File: src/rtl/core/s256_pkg.sv
// s256_pkg: shared types, constants and helper functions for the sha-256 stream digest
// no dependencies
package s256_pkg;

	typedef logic [15:0][31:0] s256_words_t;

	typedef struct packed {
		s256_words_t words;
		logic        last;
	} s256_job_t;

	typedef enum logic [1:0] {
		F_IDLE,
		F_FLUSH,
		F_PAD,
		F_EXTRA
	} s256_front_st_t;

	typedef enum logic [1:0] {
		B_IDLE,
		B_ROUND,
		B_ADD,
		B_EMIT
	} s256_back_st_t;

	localparam int CNT_W = 61;

	function automatic logic [31:0] init_hash(input logic [2:0] idx);
		logic [31:0] v;
		case (idx)
			3'd0: v = 32'h6a09e667;
			3'd1: v = 32'hbb67ae85;
			3'd2: v = 32'h3c6ef372;
			3'd3: v = 32'ha54ff53a;
			3'd4: v = 32'h510e527f;
			3'd5: v = 32'h9b05688c;
			3'd6: v = 32'h1f83d9ab;
			3'd7: v = 32'h5be0cd19;
			default: v = 32'h0;
		endcase
		return v;
	endfunction

	function automatic logic [31:0] round_const(input logic [5:0] r);
		logic [31:0] k;
		case (r)
			6'd0: k = 32'h428a2f98;  6'd1: k = 32'h71374491;
			6'd2: k = 32'hb5c0fbcf;  6'd3: k = 32'he9b5dba5;
			6'd4: k = 32'h3956c25b;  6'd5: k = 32'h59f111f1;
			6'd6: k = 32'h923f82a4;  6'd7: k = 32'hab1c5ed5;
			6'd8: k = 32'hd807aa98;  6'd9: k = 32'h12835b01;
			6'd10: k = 32'h243185be; 6'd11: k = 32'h550c7dc3;
			6'd12: k = 32'h72be5d74; 6'd13: k = 32'h80deb1fe;
			6'd14: k = 32'h9bdc06a7; 6'd15: k = 32'hc19bf174;
			6'd16: k = 32'he49b69c1; 6'd17: k = 32'hefbe4786;
			6'd18: k = 32'h0fc19dc6; 6'd19: k = 32'h240ca1cc;
			6'd20: k = 32'h2de92c6f; 6'd21: k = 32'h4a7484aa;
			6'd22: k = 32'h5cb0a9dc; 6'd23: k = 32'h76f988da;
			6'd24: k = 32'h983e5152; 6'd25: k = 32'ha831c66d;
			6'd26: k = 32'hb00327c8; 6'd27: k = 32'hbf597fc7;
			6'd28: k = 32'hc6e00bf3; 6'd29: k = 32'hd5a79147;
			6'd30: k = 32'h06ca6351; 6'd31: k = 32'h14292967;
			6'd32: k = 32'h27b70a85; 6'd33: k = 32'h2e1b2138;
			6'd34: k = 32'h4d2c6dfc; 6'd35: k = 32'h53380d13;
			6'd36: k = 32'h650a7354; 6'd37: k = 32'h766a0abb;
			6'd38: k = 32'h81c2c92e; 6'd39: k = 32'h92722c85;
			6'd40: k = 32'ha2bfe8a1; 6'd41: k = 32'ha81a664b;
			6'd42: k = 32'hc24b8b70; 6'd43: k = 32'hc76c51a3;
			6'd44: k = 32'hd192e819; 6'd45: k = 32'hd6990624;
			6'd46: k = 32'hf40e3585; 6'd47: k = 32'h106aa070;
			6'd48: k = 32'h19a4c116; 6'd49: k = 32'h1e376c08;
			6'd50: k = 32'h2748774c; 6'd51: k = 32'h34b0bcb5;
			6'd52: k = 32'h391c0cb3; 6'd53: k = 32'h4ed8aa4a;
			6'd54: k = 32'h5b9cca4f; 6'd55: k = 32'h682e6ff3;
			6'd56: k = 32'h748f82ee; 6'd57: k = 32'h78a5636f;
			6'd58: k = 32'h84c87814; 6'd59: k = 32'h8cc70208;
			6'd60: k = 32'h90befffa; 6'd61: k = 32'ha4506ceb;
			6'd62: k = 32'hbef9a3f7; 6'd63: k = 32'hc67178f2;
			default: k = 32'h0;
		endcase
		return k;
	endfunction

	// keep bytes below pos, put the 0x80 marker at pos, zero the rest
	function automatic s256_words_t pad_words(input s256_words_t b, input logic [5:0] pos);
		s256_words_t o;
		for (int i = 0; i < 16; i++) begin
			if (4'(i) < pos[5:2]) begin
				o[i] = b[i];
			end else if (4'(i) == pos[5:2]) begin
				case (pos[1:0])
					2'd0: o[i] = 32'h80000000;
					2'd1: o[i] = (b[i] & 32'hff000000) | 32'h00800000;
					2'd2: o[i] = (b[i] & 32'hffff0000) | 32'h00008000;
					2'd3: o[i] = (b[i] & 32'hffffff00) | 32'h00000080;
					default: o[i] = 32'h0;
				endcase
			end else begin
				o[i] = 32'h0;
			end
		end
		return o;
	endfunction

endpackage

File: src/rtl/core/s256_front.sv
// s256_front: packs bytes into blocks, counts the message and builds padding blocks
// depends on s256_pkg
module s256_front (
	input  logic                clk,
	input  logic                arst_n,
	input  logic [7:0]          message_byte,
	input  logic                byte_present,
	input  logic                end_of_message,
	input  logic                push,
	output logic                full,
	output s256_pkg::s256_job_t job,
	output logic                job_push,
	input  logic                job_full
);
	import s256_pkg::*;

	s256_front_st_t         st_q, st_nxt;
	s256_words_t            blk_q;
	logic [CNT_W-1:0]       cnt_q;
	logic                   last_q;
	logic                   accept;
	logic [CNT_W-1:0]       cnt_inc;
	logic [63:0]            bit_len;
	s256_words_t            padded;
	logic                   pad_fits;

	assign accept   = push && !full;
	assign cnt_inc  = cnt_q + CNT_W'(1);
	assign bit_len  = {cnt_q, 3'b000};
	assign padded   = pad_words(blk_q, cnt_q[5:0]);
	assign pad_fits = cnt_q[5:0] < 6'd56;

	// next state
	always_comb begin
		st_nxt = st_q;
		case (st_q)
			F_IDLE: begin
				if (accept) begin
					if (byte_present && cnt_inc[5:0] == 6'd0) begin
						st_nxt = F_FLUSH;
					end else if (end_of_message) begin
						st_nxt = F_PAD;
					end
				end
			end
			F_FLUSH: begin
				if (!job_full) begin
					st_nxt = last_q ? F_PAD : F_IDLE;
				end
			end
			F_PAD: begin
				if (!job_full) begin
					st_nxt = pad_fits ? F_IDLE : F_EXTRA;
				end
			end
			F_EXTRA: begin
				if (!job_full) begin
					st_nxt = F_IDLE;
				end
			end
			default: st_nxt = F_IDLE;
		endcase
	end

	// outputs toward the sender and the job queue
	always_comb begin
		full     = 1'b1;
		job_push = 1'b0;
		job      = '{words: blk_q, last: 1'b0};
		case (st_q)
			F_IDLE: full = 1'b0;
			F_FLUSH: job_push = !job_full;
			F_PAD: begin
				job_push = !job_full;
				job.words = padded;
				if (pad_fits) begin
					job.words[14] = bit_len[63:32];
					job.words[15] = bit_len[31:0];
					job.last      = 1'b1;
				end
			end
			F_EXTRA: begin
				job_push       = !job_full;
				job.words      = '0;
				job.words[14]  = bit_len[63:32];
				job.words[15]  = bit_len[31:0];
				job.last       = 1'b1;
			end
			default: full = 1'b1;
		endcase
	end

	// state, count and flags
	always_ff @(posedge clk or negedge arst_n) begin
		if (!arst_n) begin
			st_q   <= F_IDLE;
			cnt_q  <= '0;
			last_q <= 1'b0;
		end else begin
			st_q <= st_nxt;
			if (accept) begin
				last_q <= end_of_message;
				if (byte_present) begin
					cnt_q <= cnt_inc;
				end
			end
			if (job_push && job.last) begin
				cnt_q <= '0;
			end
		end
	end

	// byte lanes of the open block
	always_ff @(posedge clk) begin
		if (accept && byte_present) begin
			blk_q[cnt_q[5:2]][8*(3-cnt_q[1:0]) +: 8] <= message_byte;
		end
	end

endmodule

File: src/rtl/core/s256_jobq.sv
// s256_jobq: two-entry queue of blocks between front and compression core
// depends on s256_pkg
module s256_jobq (
	input  logic                clk,
	input  logic                arst_n,
	input  s256_pkg::s256_job_t wr_job,
	input  logic                wr_en,
	output logic                q_full,
	output s256_pkg::s256_job_t rd_job,
	output logic                q_empty,
	input  logic                rd_en
);
	import s256_pkg::*;

	s256_job_t  mem_q [2];
	logic       wp_q, rp_q;
	logic [1:0] cnt_q;

	assign q_full  = cnt_q == 2'd2;
	assign q_empty = cnt_q == 2'd0;
	assign rd_job  = mem_q[rp_q];

	// pointers and fill level
	always_ff @(posedge clk or negedge arst_n) begin
		if (!arst_n) begin
			wp_q  <= 1'b0;
			rp_q  <= 1'b0;
			cnt_q <= '0;
		end else begin
			if (wr_en) wp_q <= !wp_q;
			if (rd_en) rp_q <= !rp_q;
			cnt_q <= cnt_q + 2'(wr_en) - 2'(rd_en);
		end
	end

	// storage
	always_ff @(posedge clk) begin
		if (wr_en) mem_q[wp_q] <= wr_job;
	end

endmodule

File: src/rtl/core/s256_back.sv
// s256_back: 64-round compression, one round per cycle, and digest word output
// depends on s256_pkg
module s256_back (
	input  logic                clk,
	input  logic                arst_n,
	input  s256_pkg::s256_job_t job,
	input  logic                job_empty,
	output logic                job_pop,
	output logic [31:0]         digest_word,
	output logic [2:0]          word_number,
	output logic                final_word,
	output logic                empty,
	input  logic                pop
);
	import s256_pkg::*;

	s256_back_st_t    st_q, st_nxt;
	logic [31:0]      h_q  [8];
	logic [31:0]      v_q  [8];
	logic [31:0]      win_q[16];
	logic [5:0]       rnd_q;
	logic [2:0]       oidx_q;
	logic             last_q;
	logic [31:0]      w_new, t1, t2, s0, s1, ep, ch, mj, e, a;

	assign a = v_q[0];
	assign e = v_q[4];

	// schedule expansion and round function
	always_comb begin
		s0    = {win_q[1][6:0], win_q[1][31:7]} ^ {win_q[1][17:0], win_q[1][31:18]}
		      ^ (win_q[1] >> 3);
		s1    = {win_q[14][16:0], win_q[14][31:17]} ^ {win_q[14][18:0], win_q[14][31:19]}
		      ^ (win_q[14] >> 10);
		w_new = s1 + win_q[9] + s0 + win_q[0];
		ep    = {e[5:0], e[31:6]} ^ {e[10:0], e[31:11]} ^ {e[24:0], e[31:25]};
		ch    = (e & v_q[5]) ^ (~e & v_q[6]);
		t1    = v_q[7] + ep + ch + round_const(rnd_q) + win_q[0];
		mj    = (a & v_q[1]) ^ (a & v_q[2]) ^ (v_q[1] & v_q[2]);
		t2    = ({a[1:0], a[31:2]} ^ {a[12:0], a[31:13]} ^ {a[21:0], a[31:22]}) + mj;
	end

	// next state
	always_comb begin
		st_nxt = st_q;
		case (st_q)
			B_IDLE:  if (!job_empty) st_nxt = B_ROUND;
			B_ROUND: if (rnd_q == 6'd63) st_nxt = B_ADD;
			B_ADD:   st_nxt = last_q ? B_EMIT : B_IDLE;
			B_EMIT:  if (pop && oidx_q == 3'd7) st_nxt = B_IDLE;
			default: st_nxt = B_IDLE;
		endcase
	end

	// outputs
	always_comb begin
		job_pop     = 1'b0;
		empty       = 1'b1;
		digest_word = h_q[oidx_q];
		word_number = oidx_q;
		final_word  = oidx_q == 3'd7;
		case (st_q)
			B_IDLE:  job_pop = !job_empty;
			B_EMIT:  empty   = 1'b0;
			default: empty   = 1'b1;
		endcase
	end

	// control state and chaining words
	always_ff @(posedge clk or negedge arst_n) begin
		if (!arst_n) begin
			st_q   <= B_IDLE;
			rnd_q  <= '0;
			oidx_q <= '0;
			last_q <= 1'b0;
			for (int i = 0; i < 8; i++) h_q[i] <= init_hash(3'(i));
		end else begin
			st_q <= st_nxt;
			case (st_q)
				B_IDLE: begin
					rnd_q  <= '0;
					oidx_q <= '0;
					if (!job_empty) last_q <= job.last;
				end
				B_ROUND: rnd_q <= rnd_q + 6'd1;
				B_ADD: begin
					for (int i = 0; i < 8; i++) h_q[i] <= h_q[i] + v_q[i];
				end
				B_EMIT: begin
					if (pop) begin
						oidx_q <= oidx_q + 3'd1;
						if (oidx_q == 3'd7) begin
							for (int i = 0; i < 8; i++) h_q[i] <= init_hash(3'(i));
						end
					end
				end
				default: rnd_q <= '0;
			endcase
		end
	end

	// working words and schedule window
	always_ff @(posedge clk) begin
		if (st_q == B_IDLE && !job_empty) begin
			for (int i = 0; i < 8; i++) v_q[i] <= h_q[i];
			for (int i = 0; i < 16; i++) win_q[i] <= job.words[i];
		end else if (st_q == B_ROUND) begin
			for (int i = 0; i < 15; i++) win_q[i] <= win_q[i+1];
			win_q[15] <= w_new;
			v_q[7] <= v_q[6];
			v_q[6] <= v_q[5];
			v_q[5] <= v_q[4];
			v_q[4] <= v_q[3] + t1;
			v_q[3] <= v_q[2];
			v_q[2] <= v_q[1];
			v_q[1] <= v_q[0];
			v_q[0] <= t1 + t2;
		end
	end

endmodule

File: src/rtl/core/sha256_stream_digest.sv
// sha256_stream_digest: top level, byte front end, block queue and compression core
// depends on s256_pkg, s256_front, s256_jobq, s256_back
// throughput: one byte item per cycle while full is low; the front stalls after each 64th
// byte while it hands the block on, and after an end item while it builds padding; the core
// loads each block, runs the 64 rounds and does the chaining add, so long messages are paced
// by the core once the block queue is full. With the core idle the first digest word
// appears once one or two padding blocks pass the round unit; words leave one per pop
// reset: arst_n clears all control state and loads the initial hash values at once
module sha256_stream_digest (
	input  logic        clk,
	input  logic        arst_n,
	input  logic [7:0]  message_byte,
	input  logic        byte_present,
	input  logic        end_of_message,
	input  logic        push,
	output logic        full,
	output logic [31:0] digest_word,
	output logic [2:0]  word_number,
	output logic        final_word,
	output logic        empty,
	input  logic        pop
);
	import s256_pkg::*;

	s256_job_t wr_job, rd_job;
	logic      wr_en, q_full, q_empty, rd_en;

	// byte packing and padding
	s256_front u_front (
		.clk, .arst_n, .message_byte, .byte_present, .end_of_message, .push, .full,
		.job(wr_job), .job_push(wr_en), .job_full(q_full)
	);

	// block queue
	s256_jobq u_jobq (
		.clk, .arst_n, .wr_job, .wr_en, .q_full, .rd_job, .q_empty, .rd_en
	);

	// compression and digest output
	s256_back u_back (
		.clk, .arst_n, .job(rd_job), .job_empty(q_empty), .job_pop(rd_en),
		.digest_word, .word_number, .final_word, .empty, .pop
	);

endmodule

File: config.mk
export PLATFORM = sky130hd
export DESIGN_NAME = sha256_stream_digest
export DESIGN_NICKNAME = d
export VERILOG_FILES = /design/src/rtl/core/s256_pkg.sv /design/src/rtl/core/s256_front.sv /design/src/rtl/core/s256_jobq.sv /design/src/rtl/core/s256_back.sv /design/src/rtl/core/sha256_stream_digest.sv
export SDC_FILE = /design/constraint.sdc
export NUM_CORES = 2
export LEC_CHECK = 0
export BUFFER_PORTS_ARGS = -buffer_cell sky130_fd_sc_hd__buf_2
export CAP_MARGIN = 0
export CORE_ASPECT_RATIO = 1.5
export CORE_MARGIN = 2
export CORE_UTILIZATION = 40
export DETAILED_ROUTE_END_ITERATION = 10
export PLACE_DENSITY_LB_ADDON = 0.08
export SYNTH_ARGS = -nofsm -noshare
export SYNTH_HDL_FRONTEND = slang
export SYNTH_SLANG_ARGS = --single-unit
File: constraint.sdc
create_clock -name clk -period 102.3 [get_ports clk]
set_input_delay 20.46 -clock clk [delete_from_list [all_inputs] [get_ports clk]]
set_output_delay 20.46 -clock clk [all_outputs]
set_load 0.005 [all_outputs]
# After elaboration in Yosys (flattened, before gate mapping)
# Memory sizes are Yosys's and may differ from the RTL's.
# Cells that the tools add are included.
op_classes:
  multipliers: 0
  n_lt_le_gt_ge: 20
  n_reduce_logical: 29
  div_mod_pow: 0
  bitwise: 43
  shift: 2
  n_eq_ne: 37
  add_sub_neg: 25
  mux: 115
op_table:
  columns: ["operator", "count"]
  rows:
  - ["case mux 32 bit (4 select lines)", 16]
  - ["two-way mux 32 bit", 59]
  - ["case mux 513 bit (2 select lines)", 1]
  - ["adder 32 bit", 18]
  - ["bitwise mux 512 bit", 1]
  - ["two-way mux 256 bit", 2]
  - ["case mux 256 bit (2 select lines)", 1]
  - ["XOR 32 bit", 9]
  - ["two-way mux 61 bit", 3]
  - ["AND 32 bit", 5]
  - ["demux 32 bit (select 4 bit)", 1]
  - ["binary-select mux 32 bit (select 3 bit)", 1]
  - ["two-way mux 64 bit", 1]
  - ["adder 61 x 1 -> 61 bit, second input constant", 1]
  - ["negation 32 -> 34 bit", 1]
  - ["variable shift 8 x 34 -> 32 bit, first input constant", 1]
  - ["variable part select 8 x 34 -> 32 bit", 1]
  - ["== test 4 bit, first input constant", 8]
  - ["less-than comparator 4 bit, first input constant", 8]
  - ["NOT 32 bit", 1]
  - ["XOR 32 x 22 -> 32 bit", 1]
  - ["XOR 32 x 29 -> 32 bit", 1]
  - ["two-way mux 2 bit", 12]
  - ["OR 1 bit", 24]
  - ["39 further kinds", 94]
totals:
  reg_bits: 848
  memories: 4
  latch_bits: 0
  elab_cells: 309
  out_inout_bits: 38
  rom_bits: 2048
  input_bits: 14
  ram_bits: 1794
memory_table:
  columns: ["name", "depth", "word_bits", "rd", "rd_clocked_by_memory_dff", "write_ports", "line_no", "text"]
  rows:
  - ["(name not given)", 64, 32, 1, 0, 0, "s256_pkg.sv:46", "case (r)"]
  - ["u_jobq.mem_q", 2, 513, 1, 0, 1, "s256_jobq.sv:15", "s256_job_t mem_q [2];"]
  - ["u_back.win_q", 16, 32, 16, 0, 16, "s256_back.sv:20", "logic [31:0] win_q[16];"]
  - ["u_back.v_q", 8, 32, 8, 0, 8, "s256_back.sv:19", "logic [31:0] v_q [8];"]

# Depth between registers and ports, before layout
logic_depth:
  depth_word: 9
  mapped_depth: 41
  mapped_depth_nobuf: 38

# By module
# A second synthesis with hierarchy kept.
unflattened:
  hier_cells: 11359
  hier_area_um2: 135258.5
modules_own_cells:
  columns: ["mod", "seq_area_each_um2", "n_inst", "cells_each", "area_each_um2"]
  rows:
  - ["s256_back", 29938.7, 1, 7859, 71562.4]
  - ["s256_jobq", 30909.6, 1, 1611, 39195.1]
  - ["s256_front", 16976.3, 1, 1889, 24501.0]

# Worst setup path before layout
# Ideal clock, no wire load.
synth_path:
  kind: "flip-flop to flip-flop"
  start: "register u_front.st_q[0]"
  end: "memory u_jobq.mem_q[0][0] in the netlist's numbering, enable pin"
  setup_time_ns: 2.021
  required_ns: 100.279
  path_buffers: 0
  arrival_time_ns: 35.075
  stages_incl_launch_ff: 3
  setup_slack_ns: 65.204
  synth_period_minus_slack_ns: 37.096
  cell_sequence: "dfrtp_1 -> nor2_1 -> nor3_1"
synth_via:
  elab_chain_len: 5
  elab_cells_between_ends: 7
  cone_classes: "eq/ne: 3; mux: 3; reduce/logical: 1"
synth_lines:
  columns: ["item", "line_no", "text"]
  rows:
  - ["from (decl)", "s256_front.sv:17", "s256_front_st_t st_q, st_nxt;"]
  - ["from (signal assigned)", "s256_front.sv:100", "st_q <= st_nxt;"]
  - ["== test 2 x 1 -> 1 bit or == test 2 bit (tied branches)", "s256_front.sv:70", "case (st_q)"]
  - ["OR reduction 3 bit (no source line) *", null, null]
  - ["two-way mux 1 bit *", null, null]
  - ["two-way mux 1 bit *", "s256_jobq.sv:38", "if (wr_en) mem_q[wp_q] <= wr_job;"]
  - ["two-way mux 1 bit (not written as such) *", "s256_jobq.sv:38", null]
  - ["to (decl)", "s256_jobq.sv:15", null]
# Mark *: on every way between the ends. The rest lies on a longest branch, timed or not.

# Final worst setup path
layout_path:
  start: "register u_back.oidx_q[0] (netlist: u_back.word_number[0])"
  end: "output digest_word[31]"
layout_via:
  elab_chain_len: 4
layout_lines:
  columns: ["item", "line_no", "text"]
  rows:
  - ["from (decl)", "s256_back.sv:22", "logic [2:0] oidx_q;"]
  - ["from (signal assigned)", "s256_back.sv:91", "oidx_q <= oidx_q + 3'd1;"]
  - ["NOT 3 -> 4 bit (not written as such)", "s256_back.sv:59", "digest_word = h_q[oidx_q];"]
  - ["binary-select mux 32 bit (select 3 bit)", "s256_back.sv:59", null]
  - ["two-way mux 32 bit (not written as such) (2 in a row)", "s256_back.sv:59", null]
  - ["to (decl)", "sha256_stream_digest.sv:17", "output logic [31:0] digest_word,"]
# No other way between the ends. The select of a mux whose other input is x is not followed.

==> results.sh <==
export IMPL_fin_cells=15300
export IMPL_crit_slowest_cell="dfrtp_4"
export IMPL_worst_clock_skew_ns=0.0549
export IMPL_synth_nets=11400
export IMPL_setup_viol=0
export IMPL_post_cts_setup_buffers=0
export IMPL_crit_top_cell="nand2_1"
export IMPL_dr_pass1_iters=6
export IMPL_startpoint_type="register"
export IMPL_fp_coreArea_sq_um=326000
export IMPL_cp_data_arrival_time_ns=4.04
export IMPL_min_period_over_period=0.239
export IMPL_rows=257
export IMPL_period_needed_ns=24.50
export IMPL_grt_overflow=0
export IMPL_max_slew_worst_pin_slew_ns=1.36
export IMPL_cts_root_buf="clkbuf_16"
export IMPL_dr_total_vias=86200
export IMPL_numCtsBuffers=283
export IMPL_synth_async_reset_ratio=0.127
export IMPL_syn_area_sq_um=131000
export IMPL_place_congestion=0.968
export IMPL_synth_seq_cells=2642
export IMPL_grt_max_degree=185
export IMPL_fmax_mhz=40.8
export IMPL_critical_path_required_ns=81.84
export IMPL_cts_tree="yes"
export IMPL_r2r_start="u_back.rnd_q[0]"
export IMPL_drc_errors=0
export IMPL_avgViaCountPerCell=5.62
export IMPL_path_clk_slew_ns=0.06
export IMPL_dieWidth_microns=472
export IMPL_start_util=0.402
export IMPL_io_buffer_count=51
export IMPL_multiInputGateArea_sq_um=50300
export IMPL_synth_edf_count=2306
export IMPL_syn_avg_cell_area_sq_um=12.1
export IMPL_syn_instance_count=10800
export IMPL_antenna_found_initial=11
export IMPL_dpl_cell_area_sq_um=137000
export IMPL_cp_max_fo=36
export IMPL_grt_pass1_wl_mm=643
export IMPL_grtUsageTotal=0.269
export IMPL_cp_end_kind="primary output"
export IMPL_drv_slew=0
export IMPL_maxCapViolations=0
export IMPL_grt_pass1_vias=88300
export IMPL_min_from="u_back.last_q"
export IMPL_hold_violations=0
export IMPL_worstSetupPathType="register to primary output"
export IMPL_crit_start="u_back.word_number[0]"
export IMPL_dieArea_sq_um=333000
export IMPL_slew_limit_headroom=0.0885
export IMPL_tns_ns=0
export IMPL_regArea_sq_um=77800
export IMPL_wl_mm=454
export IMPL_synth_flop_cell="edfxtp_1"
export IMPL_drive_gt1_frac=0.0916
export IMPL_clkSinkCount=2642
export IMPL_yosys_warnings=0
export IMPL_ios=52
export IMPL_clockBufferDepth=4
export IMPL_outcome="completed"
export IMPL_clock_latency_ns=0.90
export IMPL_antenna_left=0
export IMPL_stdcell_area_sq_um=146000
export IMPL_nNetsFinal=11500
export IMPL_ctsHoldBuffers=0
export IMPL_cts_resized_gates=0
export IMPL_synth_cell_types=111
export IMPL_wl_per_cell_microns=29.6
export IMPL_yosysSeqAreaShare=0.593
export IMPL_crit_chain="buf_4 > mux4_2 > nand2_1 > nand2_1 > buf_2"
export IMPL_fillers=29900
export IMPL_die_height_microns=705
export IMPL_cpPeakStageDelay_ns=0.98
export IMPL_dpl_hpwl_mm=318
export IMPL_dp_cells=14800
export IMPL_synthToLayoutAreaGrowth_pct=11.2
export IMPL_drt_iter0_markers=7046
export IMPL_hold_class="register to register"
export IMPL_rsz0062_at_grt="no"
export IMPL_htree_levels=5
[Yosys cell counts, drive strengths merged (198+ instances only)]
cell,n,area share
inv,316,0.0090
mux2i,528,0.040
a21o,198,0.011
edfxtp,2306,0.53
o21ai,995,0.038
nand2,1630,0.047
nor2,519,0.015
xnor2,391,0.026
xor2,202,0.013
ha,404,0.039
and2,330,0.016
dfrtp,200,0.038
a21oi,474,0.018
clkbuf,474,0.014
[layout make-up]
cell class / instances / share of cell area
flip-flops and latches: 2642 / 0.534
multi-input cells: 7341 / 0.345
clock buffers: 360 / 0.0522
well taps: 4273 / 0.0367
repair buffers: 263 / 0.0138
clock inverters: 141 / 0.0103
inverters: 319 / 0.00821
diodes: 7 / 0.000120
[kinds of logic (layout without fill, tap and decap cells)]
logic type               after synthesis  in the layout  share of synthesized area
AO/OA/AOI/OAI                       2285           2285                      0.106
XOR/XNOR                             594            594                     0.0398
adder cells (fa/ha/maj)              621            621                     0.0700
buffers and inverters                844           1083                     0.0243
flip-flops                          2642           2642                      0.593
multiplexers                         626            626                     0.0548
other                                  0              7                          0
AND/OR/NAND/NOR                     3215           3215                      0.111
[layout by cell type (no fill, tap or decap), types with 27 or more instances in the layout]
| master | instances |
|---|---|
| nand2b_1 | 65 |
| a22o_1 | 80 |
| bufinv_16 | 27 |
| fa_1 | 195 |
| clkbuf_1 | 61 |
| nand2_1 | 1621 |
| dfrtp_1 | 192 |
| buf_2 | 50 |
| a211oi_1 | 51 |
| mux4_2 | 71 |
| clkinv_2 | 47 |
| buf_4 | 199 |
| or3_1 | 52 |
| a31oi_1 | 58 |
| xor2_1 | 202 |
| nor3_1 | 106 |
| nor2_1 | 510 |
| o31ai_1 | 33 |
| xnor2_1 | 391 |
| mux2i_1 | 528 |
| and3_1 | 50 |
| inv_1 | 314 |
| o21ai_1 | 27 |
| clkinv_1 | 46 |
| o21bai_1 | 43 |
| nand4_1 | 34 |
| and2_1 | 321 |
| nor2b_1 | 177 |
| nand3_1 | 137 |
| mux2_2 | 27 |
| edfxtp_1 | 2306 |
| o211ai_1 | 37 |
| a21oi_1 | 467 |
| o21a_1 | 73 |
| ha_1 | 404 |
| dfstp_2 | 136 |
| clkbuf_16 | 290 |
| o21ai_0 | 962 |
| a21o_1 | 198 |
[worst max-delay path: cells and delay by family, from the launching register on]
| family | cells | cell delay [ns] |
|---|---|---|
| flip-flops | 1 | 0.98 |
| multiplexers | 1 | 0.61 |
| AND/OR/NAND/NOR | 2 | 0.41 |
| buffers and inverters | 2 | 1.00 |
[registers in the layout, indices dropped and copies added, names as in the netlist]
register and flops:
u_back.win_q 512, u_back.last_q 1, u_jobq.wp_q 1, u_back.word_number 3
u_front.st_q 2, u_back.rnd_q 6, u_jobq.cnt_q 2, u_back.v_q 256
u_front.cnt_q 61, u_back.st_q 2, u_jobq.mem_q 1026, u_back.h_q 256
u_jobq.rp_q 1, u_front.blk_q 512, u_front.last_q 1
[per-stage QoR]
| stage | utilization | hold WS (ns) | setup WS [ns] |
|---|---|---|---|
| 2_1_floorplan | - | 0.451 | 65.20 |
| 3_3_place_gp | 0.419 | 0.469 | 78.72 |
| 3_5_place_dp | 0.419 | 0.476 | 78.65 |
| 4_1_cts | 0.447 | 0.491 | 77.66 |
| 5_1_grt | 0.447 | 0.528 | 77.60 |
| 6_report | 0.447 | 0.493 | 77.80 |
[per-layer routing]
layer	global-route usage	vias to the layer above	wire, microns
met2	0.490	2297	238000
met3	0.0303	828	18000
met4	0.168	6	33600
met5	0	-	43
li1	-	39200	-
met1	0.296	43800	165000
[final timing paths]
| check | cells after the start | slack [ns] | to |
|---|---|---|---|
| worst min register to register | 2 | 0.49 | u_back.last_q |
| worst max-delay path | 5 | 77.80 | digest_word[31] |
| worst min-delay path | 2 | 0.49 | u_back.last_q |
| min in group asynchronous | 1 | 19.58 | u_back.h_q[193] |
| max in group asynchronous | 3 | 80.50 | u_back.h_q[61] |
| worst max register to register | 35 | 90.31 | u_back.v_q[0][31] |
Power is left out: the tool's default activity adds up to more than one toggle a clock period on the data nets, which glitch-free logic cannot reach.
